### src/design/swtt_pkg.sv
package swtt_pkg;

    // request codes
    localparam logic [1:0] FUNC_TICK     = 2'd0;
    localparam logic [1:0] FUNC_REGISTER = 2'd1;
    localparam logic [1:0] FUNC_REMOVE   = 2'd2;

    // result kinds
    localparam logic [2:0] KIND_FIRED      = 3'd0;
    localparam logic [2:0] KIND_REGISTERED = 3'd1;
    localparam logic [2:0] KIND_FULL       = 3'd2;
    localparam logic [2:0] KIND_REMOVED    = 3'd3;
    localparam logic [2:0] KIND_NOT_FOUND  = 3'd4;

    // slot modes
    localparam logic [1:0] MODE_FREE     = 2'd0;
    localparam logic [1:0] MODE_PERIODIC = 2'd1;
    localparam logic [1:0] MODE_SINGLE   = 2'd2;

    localparam int TICK_W       = 10;
    localparam int PERIOD_W     = 16;
    localparam int PERIOD_RND_W = 17;
    localparam int DIV_CNT_W    = $clog2(PERIOD_W);
    localparam int MAX_RESULTS  = 16;
    localparam int NFIRE_W      = $clog2(MAX_RESULTS + 1);
    localparam int CB_W         = 8;

    typedef struct packed {
        logic [1:0]          func;
        logic [PERIOD_W-1:0] req_period;
        logic                one_shot;
        logic [CB_W-1:0]     callback_id;
    } t_in;

    typedef struct packed {
        logic [2:0]      kind;
        logic [3:0]      slot;
        logic [CB_W-1:0] fired_callback;
        logic            last;
    } t_out;

endpackage

### src/design/software_timer_table.sv
// Channel | Direction | Handshake                  | Payload
// in      | input     | i_in_valid / o_in_stall    | i_in_data  (swtt_pkg::t_in)
// out     | output    | o_out_valid / i_out_stall  | o_out_data (swtt_pkg::t_out)
// cfg     | input     | i_cfg_we (no wait)         | i_cfg_wdata (tick period, ms)
//
// Request handling, output free: a tick reads one slot per cycle, then flushes the
// held result; a remove scans for the callback; a register takes a 16-step period
// remainder, then a free-slot search; func 3 is dropped with no result.
// Reset is synchronous, active low: all slots free, time zero, tick period 10 ms.
// Slot memory is never cleared; a free slot's entry is never used for a result.
// A stalled output holds the scan when a result is to be loaded; a request may be taken while the last result waits.
module software_timer_table #(
    parameter int SLOTS      = 16,
    parameter int TIME_WIDTH = 32
) (
    input  logic             i_clk,
    input  logic             i_rst_n,
    input  logic             i_in_valid,
    output logic             o_in_stall,
    input  swtt_pkg::t_in    i_in_data,
    output logic             o_out_valid,
    input  logic             i_out_stall,
    output swtt_pkg::t_out   o_out_data,
    input  logic             i_cfg_we,
    input  logic [swtt_pkg::TICK_W-1:0] i_cfg_wdata
);
    import swtt_pkg::*;

    localparam int IW = (SLOTS > 1) ? $clog2(SLOTS) : 1;
    // compare width for elapsed time against rounded period
    localparam int CW = (TIME_WIDTH > PERIOD_RND_W) ? TIME_WIDTH : PERIOD_RND_W;

    typedef struct packed {
        logic [PERIOD_RND_W-1:0] period;
        logic [TIME_WIDTH-1:0]   stamp;
        logic [CB_W-1:0]         callback;
    } t_entry;

    typedef enum logic [1:0] {
        ST_IDLE,
        ST_DIV,
        ST_SCAN,
        ST_FLUSH
    } t_state;

    // slot memory: period, stamp and callback; one write and one read port
    t_entry mem [SLOTS];
    t_entry r_rd_data;

    t_state                  r_state;
    logic [1:0]              r_mode [SLOTS];
    logic [TIME_WIDTH-1:0]   r_now;
    logic [TICK_W-1:0]       r_tick;
    logic [IW-1:0]           r_idx;
    logic [1:0]              r_func;
    logic                    r_one_shot;
    logic [CB_W-1:0]         r_cb;
    logic [PERIOD_W-1:0]     r_period;
    logic [PERIOD_W-1:0]     r_dvd;
    logic [TICK_W-1:0]       r_rem;
    logic [DIV_CNT_W-1:0]    r_cnt;
    logic [PERIOD_RND_W-1:0] r_round;
    logic [NFIRE_W-1:0]      r_nfire;
    logic                    r_pend_valid;
    logic [IW-1:0]           r_pend_slot;
    logic [CB_W-1:0]         r_pend_cb;
    logic                    r_out_valid;
    t_out                    r_out;

    logic                    in_xfer;
    logic                    out_xfer;
    logic                    out_free;
    logic                    idx_last;
    logic                    slot_used;
    logic [TICK_W-1:0]       tick_eff;
    logic [TIME_WIDTH-1:0]   elapsed;
    logic                    due;
    logic [TICK_W:0]         div_trial;
    logic                    div_ge;
    logic [TICK_W-1:0]       n_rem;
    logic [PERIOD_RND_W-1:0] n_round;
    logic [IW-1:0]           n_idx;
    logic                    proceed;
    logic                    out_load;
    t_out                    n_out;
    logic                    mem_we;
    t_entry                  mem_wdata;

    assign in_xfer     = i_in_valid && !o_in_stall;
    assign out_xfer    = r_out_valid && !i_out_stall;
    assign out_free    = !r_out_valid || !i_out_stall;
    assign o_in_stall  = (r_state != ST_IDLE);
    assign o_out_valid = r_out_valid;
    assign o_out_data  = r_out;

    // a zero tick period counts as one
    assign tick_eff  = (r_tick == '0) ? TICK_W'(1) : r_tick;
    assign idx_last  = (r_idx == IW'(SLOTS - 1));
    assign slot_used = (r_mode[r_idx] != MODE_FREE);

    // wrapping elapsed time; the fire count caps results per tick
    assign elapsed = r_now - r_rd_data.stamp;
    assign due     = slot_used && (CW'(elapsed) >= CW'(r_rd_data.period))
                     && (r_nfire < NFIRE_W'(MAX_RESULTS));

    // restoring division step, remainder only
    assign div_trial = {r_rem, r_dvd[PERIOD_W-1]};
    assign div_ge    = (div_trial >= {1'b0, tick_eff});
    assign n_rem     = div_ge ? TICK_W'(div_trial - {1'b0, tick_eff}) : TICK_W'(div_trial);
    assign n_round   = (n_rem != '0)
                     ? PERIOD_RND_W'({1'b0, r_period} - PERIOD_RND_W'(n_rem)
                                     + PERIOD_RND_W'(tick_eff))
                     : PERIOD_RND_W'(r_period);

    // scan decisions for the slot whose data sits in r_rd_data
    always_comb begin
        proceed   = 1'b0;
        out_load  = 1'b0;
        n_out     = '0;
        mem_we    = 1'b0;
        mem_wdata = r_rd_data;
        n_idx     = '0;
        case (r_state)
            ST_SCAN: begin
                case (r_func)
                    FUNC_TICK: begin
                        // a due slot pushes the previous one out, last cleared
                        proceed = !(due && r_pend_valid) || out_free;
                        if (due && r_pend_valid) begin
                            out_load = out_free;
                            n_out    = '{KIND_FIRED, 4'(r_pend_slot), r_pend_cb, 1'b0};
                        end
                        if (proceed && due && (r_mode[r_idx] != MODE_SINGLE)) begin
                            mem_we          = 1'b1;
                            mem_wdata.stamp = r_now;
                        end
                    end
                    FUNC_REGISTER: begin
                        if (!slot_used) begin
                            proceed  = out_free;
                            out_load = out_free;
                            n_out    = '{KIND_REGISTERED, 4'(r_idx), r_cb, 1'b1};
                            mem_we   = out_free;
                            mem_wdata = '{r_round, r_now, r_cb};
                        end else if (idx_last) begin
                            proceed  = out_free;
                            out_load = out_free;
                            n_out    = '{KIND_FULL, 4'd0, r_cb, 1'b1};
                        end else begin
                            proceed = 1'b1;
                        end
                    end
                    FUNC_REMOVE: begin
                        if (slot_used && (r_rd_data.callback == r_cb)) begin
                            proceed  = out_free;
                            out_load = out_free;
                            n_out    = '{KIND_REMOVED, 4'(r_idx), r_cb, 1'b1};
                        end else if (idx_last) begin
                            proceed  = out_free;
                            out_load = out_free;
                            n_out    = '{KIND_NOT_FOUND, 4'd0, r_cb, 1'b1};
                        end else begin
                            proceed = 1'b1;
                        end
                    end
                    default: begin
                        proceed = 1'b1;
                    end
                endcase
                if (!proceed) begin
                    n_idx = r_idx;
                end else if (!idx_last) begin
                    n_idx = r_idx + IW'(1);
                end
            end
            ST_FLUSH: begin
                if (r_pend_valid) begin
                    out_load = out_free;
                    n_out    = '{KIND_FIRED, 4'(r_pend_slot), r_pend_cb, 1'b1};
                end
            end
            default: begin
                n_idx = '0;
            end
        endcase
    end

    // slot memory with registered read; read address follows the next scan index
    always_ff @(posedge i_clk) begin
        if (mem_we) begin
            mem[r_idx] <= mem_wdata;
        end
        r_rd_data <= mem[n_idx];
    end

    always_ff @(posedge i_clk) begin
        if (!i_rst_n) begin
            r_state      <= ST_IDLE;
            r_now        <= '0;
            r_tick       <= TICK_W'(10);
            r_idx        <= '0;
            r_nfire      <= '0;
            r_pend_valid <= 1'b0;
            r_out_valid  <= 1'b0;
            for (int i = 0; i < SLOTS; i++) begin
                r_mode[i] <= MODE_FREE;
            end
        end else begin
            if (i_cfg_we) begin
                r_tick <= i_cfg_wdata;
            end
            r_out_valid <= out_load || (r_out_valid && !out_xfer);
            if (out_load) begin
                r_out <= n_out;
            end
            r_idx <= n_idx;

            case (r_state)
                ST_IDLE: begin
                    if (in_xfer) begin
                        r_func     <= i_in_data.func;
                        r_one_shot <= i_in_data.one_shot;
                        r_cb       <= i_in_data.callback_id;
                        r_period   <= i_in_data.req_period;
                        r_dvd      <= i_in_data.req_period;
                        r_rem      <= '0;
                        r_cnt      <= '0;
                        r_nfire    <= '0;
                        case (i_in_data.func)
                            FUNC_TICK: begin
                                r_now   <= r_now + TIME_WIDTH'(tick_eff);
                                r_state <= ST_SCAN;
                            end
                            FUNC_REGISTER: r_state <= ST_DIV;
                            FUNC_REMOVE:   r_state <= ST_SCAN;
                            default:       r_state <= ST_IDLE;
                        endcase
                    end
                end
                ST_DIV: begin
                    r_rem <= n_rem;
                    r_dvd <= {r_dvd[PERIOD_W-2:0], 1'b0};
                    r_cnt <= r_cnt + DIV_CNT_W'(1);
                    if (r_cnt == DIV_CNT_W'(PERIOD_W - 1)) begin
                        r_round <= n_round;
                        r_state <= ST_SCAN;
                    end
                end
                ST_SCAN: begin
                    if (proceed) begin
                        case (r_func)
                            FUNC_TICK: begin
                                if (due) begin
                                    r_pend_valid <= 1'b1;
                                    r_pend_slot  <= r_idx;
                                    r_pend_cb    <= r_rd_data.callback;
                                    r_nfire      <= r_nfire + NFIRE_W'(1);
                                    if (r_mode[r_idx] == MODE_SINGLE) begin
                                        r_mode[r_idx] <= MODE_FREE;
                                    end
                                end
                                if (idx_last) begin
                                    r_state <= ST_FLUSH;
                                end
                            end
                            FUNC_REGISTER: begin
                                if (!slot_used) begin
                                    r_mode[r_idx] <= r_one_shot ? MODE_SINGLE
                                                                : MODE_PERIODIC;
                                    r_state       <= ST_IDLE;
                                end else if (idx_last) begin
                                    r_state <= ST_IDLE;
                                end
                            end
                            FUNC_REMOVE: begin
                                if (slot_used && (r_rd_data.callback == r_cb)) begin
                                    r_mode[r_idx] <= MODE_FREE;
                                    r_state       <= ST_IDLE;
                                end else if (idx_last) begin
                                    r_state <= ST_IDLE;
                                end
                            end
                            default: r_state <= ST_IDLE;
                        endcase
                    end
                end
                ST_FLUSH: begin
                    if (!r_pend_valid || out_free) begin
                        r_pend_valid <= 1'b0;
                        r_state      <= ST_IDLE;
                    end
                end
                default: r_state <= ST_IDLE;
            endcase
        end
    end

`ifndef NO_ASSERTIONS
    a_pend_tick_only: assert property (@(posedge i_clk) disable iff (!i_rst_n)
        r_pend_valid |-> ((r_state == ST_SCAN && r_func == FUNC_TICK)
                          || r_state == ST_FLUSH))
        else $error("pending fire outside a tick");

    a_fire_cap: assert property (@(posedge i_clk) disable iff (!i_rst_n)
        r_nfire <= NFIRE_W'(MAX_RESULTS))
        else $error("fire count above limit");

    a_not_last_fired: assert property (@(posedge i_clk) disable iff (!i_rst_n)
        (r_out_valid && !r_out.last) |-> (r_out.kind == KIND_FIRED))
        else $error("non-final result that is not a fire");

    a_time_on_tick: assert property (@(posedge i_clk) disable iff (!i_rst_n)
        !(in_xfer && i_in_data.func == FUNC_TICK) |=> $stable(r_now))
        else $error("time moved without a tick");
`endif

endmodule

### config.mk
export PLATFORM = sky130hd
export DESIGN_NAME = software_timer_table
export DESIGN_NICKNAME = d
export VERILOG_FILES = /design/src/design/swtt_pkg.sv /design/src/design/software_timer_table.sv
export SDC_FILE = /design/constraint.sdc
export NUM_CORES = 2
export LEC_CHECK = 0
export BUFFER_PORTS_ARGS = -buffer_cell sky130_fd_sc_hd__buf_4
export CORE_MARGIN = 8
export CORE_UTILIZATION = 47
export DETAILED_ROUTE_END_ITERATION = 10
export PLACE_DENSITY = 0.6
export SLEW_MARGIN = 0
export SYNTH_ARGS = -nofsm -noshare
export SYNTH_HDL_FRONTEND = slang
export SYNTH_SLANG_ARGS = --single-unit
### constraint.sdc
create_clock -name i_clk -period 14.6 [get_ports i_clk]
set_input_delay 1.46 -clock i_clk [delete_from_list [all_inputs] [get_ports i_clk]]
set_output_delay 1.46 -clock i_clk [all_outputs]
set_load 0.02 [all_outputs]
---- After elaboration in Yosys (flattened, before gate mapping) ----
Memories as Yosys holds them, arrays and structs flattened. A register that Yosys moved wholly into a read port is not among the register bits.
Index checks and enable logic that the tools add are counted.
storage, ports and cells
  register bits ........................... 157
  bits in writable memories ............... 944
  output and inout port bits .............. 18
  word-level logic and storage cells ...... 189
  memories ................................ 2
operators by class
  add/sub/neg operators ................... 8
  order comparisons ....................... 3
  equality and inequality tests ........... 19
  mux-type cells .......................... 93
  bitwise gates (word level) .............. 2
  reduce and logical (&&, ||, !) cells .... 40
memories
  memory  words  width  read ports  clocked after Yosys merged registers in  write ports  line                        source
  mem     16     57     1           1                                        1            software_timer_table.sv:47  t_entry mem [SLOTS];
  r_mode  16     2      1           1                                        16           software_timer_table.sv:51  logic [1:0] r_mode [SLOTS];
operator list
  operator                                       count
  2-to-1 mux 57 bit                              2
  2-to-1 mux 16 bit                              4
  case mux 16 bit (2 select lines)               2
  case mux 32 bit (2 select lines)               1
  case mux 16 bit (3 select lines)               1
  2-to-1 mux 1 bit                               40
  adder 32 x 10 -> 32 bit                        1
  greater-or-equal comparator 32 x 17 -> 1 bit   1
  2-to-1 mux 32 bit                              1
  subtractor 32 bit                              1
  2-to-1 mux 10 bit                              3
  2-to-1 mux 15 bit                              2
  2-to-1 mux 13 bit                              2
  2-to-1 mux 2 bit                               12
  2-to-1 mux 4 bit                               6
  2-to-1 mux 5 bit                               4
  case mux 10 bit (2 select lines)               1
  AND reduction 5 bit                            4
  adder 17 x 10 -> 17 bit                        1
  2-to-1 mux 17 bit                              1
  subtractor 16 x 10 -> 17 bit                   1
  inequality test 2 bit (second input constant)  6
  AND reduction 3 bit                            4
  greater-or-equal comparator 11 x 10 -> 1 bit   1
  28 further kinds                               63

---- Depth between registers and ports, before layout ----
  word-level depth ........................ 18
  mapped depth ............................ 29

---- Worst setup path before layout ----
Ideal clock, no wire load.
  path type ............................... flip-flop to flip-flop
  from .................................... register r_now[0]
  to ...................................... memory mem[12][0] (netlist bit) (enable)
  library setup time ...................... 0.472 ns
  arrival time ............................ 6.372 ns
  slack ................................... 7.756 ns
  stages on the path, launching flop included .. 22
  path buffers ............................ 1
  period minus slack after synthesis ...... 6.844 ns
  cell sequence ........................... dfxtp_1 inv_1 ha_1 fa_1 nand2b_1 a21o_1 a2111oi_2 a21boi_1 xnor2_1 ha_1 a21o_1 a21o_1 a41o_1 o311a_1 nor4_1 and4b_1 nand3_1 nand2_1 nor4_1 o21ai_1 clkbuf_1 nor2_1
between the ends
  word-level cells in the longest chain between the ends .. 14
ends and longest elaborated chain
  what                                            line                         source
  from (decl)                                     software_timer_table.sv:52   logic [TIME_WIDTH-1:0] r_now;
  from (signal assigned)                          software_timer_table.sv:231  r_now <= r_now + TIME_WIDTH'(tick_eff);
  subtractor 32 bit *                             software_timer_table.sv:102  assign elapsed = r_now - r_rd_data.stamp;
  greater-or-equal comparator 32 x 17 -> 1 bit *  software_timer_table.sv:103  assign due = slot_used && (CW'(elapsed) >= CW'(r_rd_data.period))
  logical AND 1 bit *                             software_timer_table.sv:103
  logical AND 1 bit *                             software_timer_table.sv:104  && (r_nfire < NFIRE_W'(MAX_RESULTS));
  logical AND 1 bit                               software_timer_table.sv:128  proceed = !(due && r_pend_valid) || out_free;
  zero test 1 bit                                 software_timer_table.sv:128
  logical OR 1 bit                                software_timer_table.sv:128
  logical AND 1 bit * (2 in a row)                software_timer_table.sv:133  if (proceed && due && (r_mode[r_idx] != MODE_SINGLE)) begin
  2-to-1 mux 1 bit *                              software_timer_table.sv:133
  case mux 1 bit (2 select lines) *               software_timer_table.sv:125  case (r_func)
  2-to-1 mux 1 bit *                              software_timer_table.sv:123  case (r_state)
  2-to-1 mux 1 bit *                              software_timer_table.sv:190  if (mem_we) begin
  2-to-1 mux 1 bit (implied by the code) *        software_timer_table.sv:191  mem[r_idx] <= mem_wdata;
  to (decl)                                       software_timer_table.sv:47
Mark *: on every way between the ends. The rest lies on a longest branch, timed or not.

---- Worst setup path after layout ----
  from .................................... register, netlist name r_rd_data[16]
  to ...................................... register, netlist name r_rd_data[10]
between the ends
  word-level cells in the longest chain between the ends .. 11
ends and longest elaborated chain
  what                                          line                         source
  subtractor 32 bit                             software_timer_table.sv:102
  greater-or-equal comparator 32 x 17 -> 1 bit  software_timer_table.sv:103
  logical AND 1 bit                             software_timer_table.sv:103
  logical AND 1 bit                             software_timer_table.sv:104
  logical AND 1 bit                             software_timer_table.sv:128
  zero test 1 bit                               software_timer_table.sv:128
  logical OR 1 bit                              software_timer_table.sv:128
  case mux 1 bit (3 select lines)               software_timer_table.sv:125
  2-to-1 mux 1 bit                              software_timer_table.sv:123
  2-to-1 mux 4 bit                              software_timer_table.sv:170  if (!proceed) begin
  2-to-1 mux 4 bit                              software_timer_table.sv:123
Every way passes these cells. The select of a mux whose other input is x is not followed.
A chain may end at the register's enable or synchronous reset.

==> impl_metrics.json <==
{
  "multiInputGateArea_sq_mm": 0.0151,
  "tightest_slew_ps": 1390,
  "synth_cell_types": 85,
  "grt_pass1_vias": 31900,
  "synthMostInstantiatedCell": "edfxtp_1",
  "die_w_um": 342,
  "grt_overflow": 0,
  "ir_drop_v": 0.000108,
  "clock_skew_ps": 31.5,
  "leakagePower_nw": 19.8,
  "setup_slack_ps": 6420,
  "wl_per_cell_um": 25.9,
  "post-dp-hpwl_mm": 76.1,
  "grt_pass1_wl_mm": 207,
  "cts.sinks": 1158,
  "final-seq-area_sq_mm": 0.0337,
  "post_drt_via_cell_ratio": 6.15,
  "period_share": 0.560,
  "clkTransAtPathRegs_ps": 60,
  "syn_nets": 3999,
  "synthCells": 3853,
  "grt_max_degree": 134,
  "tns_ps": 0,
  "cts_hold_buf": 0,
  "antenna_found_initial": 6,
  "drt-pass1-iter-count": 6,
  "gp_congestion": 0.883,
  "remaining_drc_errors": 0,
  "arrival_ps": 8730,
  "numPortBuffers": 59,
  "syn_to_final_growth_pct": 11.4,
  "post-cts-setup-buffers": 0,
  "rows": 119,
  "seq_area_frac_synth": 0.672,
  "die_h_um": 342,
  "cts_buffers": 116,
  "pre_cts_slack_ps": 6640,
  "synth_area_leader_cell": "edfxtp_1",
  "endpoint_kind": "flip-flop",
  "slew_headroom": 0.0765,
  "postSynth.asyncResetShare": 0,
  "r2r_end": "r_rd_data[10]$_DFF_P_",
  "start_kind": "flip-flop",
  "syn-cell-area_sq_mm": 0.0501,
  "synth_top_area_frac": 0.627,
  "drive_gt1_frac": 0.110,
  "worstSetupPathType": "flip-flop to flip-flop",
  "nets": 3994,
  "min_to": "r_nfire[1]$_SDFFE_PN0P_",
  "status": "finished clean",
  "synth_ff_type": "edfxtp_1",
  "drt-total-wl_mm": 138,
  "synth_edf_count": 1046,
  "reg2reg_depth": 25,
  "n_antenna_cell": 0,
  "setup-violations-final": 0,
  "avgSynthCellArea_sq_um": 13.0,
  "min_from": "r_nfire[1]$_SDFFE_PN0P_",
  "postCtsResizedCells": 0,
  "worst_ep_required_time_ps": 15150,
  "synth_area_leaders": "edfxtp_1 63%, dfxtp_1 4.5%, nand4_1 3.8%",
  "rsz0062_at_grt": "no",
  "drv_slew": 0,
  "cts_tree": "yes",
  "fillCellCount": 8869,
  "power-per-cell-area_mw_per_mm2": 132,
  "io_pins": 60,
  "dieArea_sq_mm": 0.117,
  "clockBufferDepth": 3,
  "drt-initial-drc-count": 3477,
  "clkLatencyLatePin_ps": 710,
  "yosysWarnings": 0,
  "finalCriticalPeriod_ps": 8180,
  "maxCapViolCount": 0,
  "fmax_mhz": 122,
  "min_path_type": "flip-flop to flip-flop",
  "vias": 32800,
  "cp_max_fo": 45,
  "synth_commonest_cells": "1046 x edfxtp_1, 388 x nand2_1, 301 x nand4_1, 301 x o21ai_0, 256 x nand3_1",
  "hold_depth": 2,
  "ys_ff_latch": 1158,
  "r2r_start": "r_rd_data[16]$_DFF_P_",
  "h-tree-depth": 3,
  "rrSetupSlack_ps": 6420,
  "ant_nets": 0,
  "clockRootBuffer": "clkbuf_16",
  "start_util": 0.475,
  "finalHoldViolations": 0,
  "grt.total_usage": 0.231,
  "coreArea_sq_mm": 0.106
}
-- worst max-delay path, stage by stage (launching register included) --
cell and delay [ps]:
dfxtp_1 320, inv_1 40, ha_1 420, nand4_1 160
a2111oi_1 600, nor3_1 210, a31oi_2 430, xor2_1 200
ha_1 270, a21o_1 190, a21o_1 180, a21o_1 190
a211o_1 260, o311a_1 320, nor4_1 220, and4b_1 470
a31o_2 420, nand3_4 150, mux2i_4 180, buf_4 540
buf_4 670, nor3_4 80, buf_4 230, buf_4 400
a32o_1 350, nor3_1 430
-- kinds of logic (layout without fill, tap and decap cells) --
kind of cell / after synthesis / in the layout / synth area share
flops: 1158 / 1158 / 0.672
xor+xnor: 72 / 72 / 0.0126
simple gates: 1276 / 1276 / 0.126
compound gates: 639 / 639 / 0.0841
fa+ha+maj: 104 / 104 / 0.0279
mux: 207 / 207 / 0.0454
buf+inv: 397 / 495 / 0.0326
-- metrics by stage --
| step | hold slack (ps) | cells | utilization | cell area [sq um] | total power [mW] |
|---|---|---|---|---|---|
| after floorplan | 406 | 3853 | - | 50100 | 4.32 |
| after global routing | 501 | 5342 | 0.528 | 55800 | 7.63 |
| after detailed placement | 468 | 5121 | 0.493 | 52100 | 4.54 |
| after CTS | 476 | 5342 | 0.528 | 55800 | 7.42 |
| after global placement | 464 | 5121 | 0.493 | 52100 | 4.53 |
| final | 472 | 5342 | 0.528 | 55800 | 7.38 |
-- state kept, by name, summed over array words and instances (netlist names), 10 cells and up --
register	flops
r_mode	32
r_rem	10
r_rd_data	57
r_period	16
o_out_data	16
mem	912
r_round	17
r_tick	10
r_now	32
r_dvd	16
-- cells in the final DEF, fill, tap and decap left out, types with 76 or more instances in the layout --
cell type,netlist,layout
edfxtp_1,1046,1046
nand2_1,388,387
nand4_1,301,301
o21ai_0,301,301
nand3_1,256,255
buf_4,16,148
mux2i_1,144,144
nor2_1,153,136
inv_1,124,124
clkbuf_16,0,118
a32o_1,116,116
dfxtp_1,112,112
ha_1,91,91
a21oi_1,87,86
nor3_1,79,76
-- routing by layer --
metal  up-vias  track usage  part of all wire
met5         -            0                 0
met4         0       0.0627             0.025
met3       222       0.0292             0.068
met2      1238        0.368              0.47
met1     16700        0.334              0.44
li1      14700            -                 -
-- layout make-up --
class | count | area share
clock buffer | 171 | 0.0594
sequential | 1158 | 0.603
timing repair buffer | 149 | 0.0203
multi-input combinational | 2298 | 0.270
inverter | 125 | 0.00841
clock inverter | 50 | 0.00740
tap | 1391 | 0.0312
-- power by group --
part           internal (mW)  switching (mW)  total, mW
clock network           1.66            1.25       2.91
logic                  0.253           0.463      0.717
registers               3.72          0.0338       3.76
-- how the worst max path moves through the flow --
stage | startpoint | endpoint | slack [ps] | cells past startpoint
global route | r_rd_data[16]$_DFF_P_ | r_rd_data[42]$_DFF_P_ | 6130 | 23
detailed placement | r_rd_data[16]$_DFF_P_ | r_rd_data[10]$_DFF_P_ | 6640 | 25
floorplan | r_now[0]$_SDFFE_PN0P_ | mem[12][0]$_DFFE_PP_ | 7760 | 21
CTS | r_rd_data[16]$_DFF_P_ | r_rd_data[10]$_DFF_P_ | 6620 | 25
finish | r_rd_data[16]$_DFF_P_ | r_rd_data[10]$_DFF_P_ | 6420 | 25
global placement | r_rd_data[16]$_DFF_P_ | r_rd_data[10]$_DFF_P_ | 6760 | 25
(Power assumes the default switching activity.)
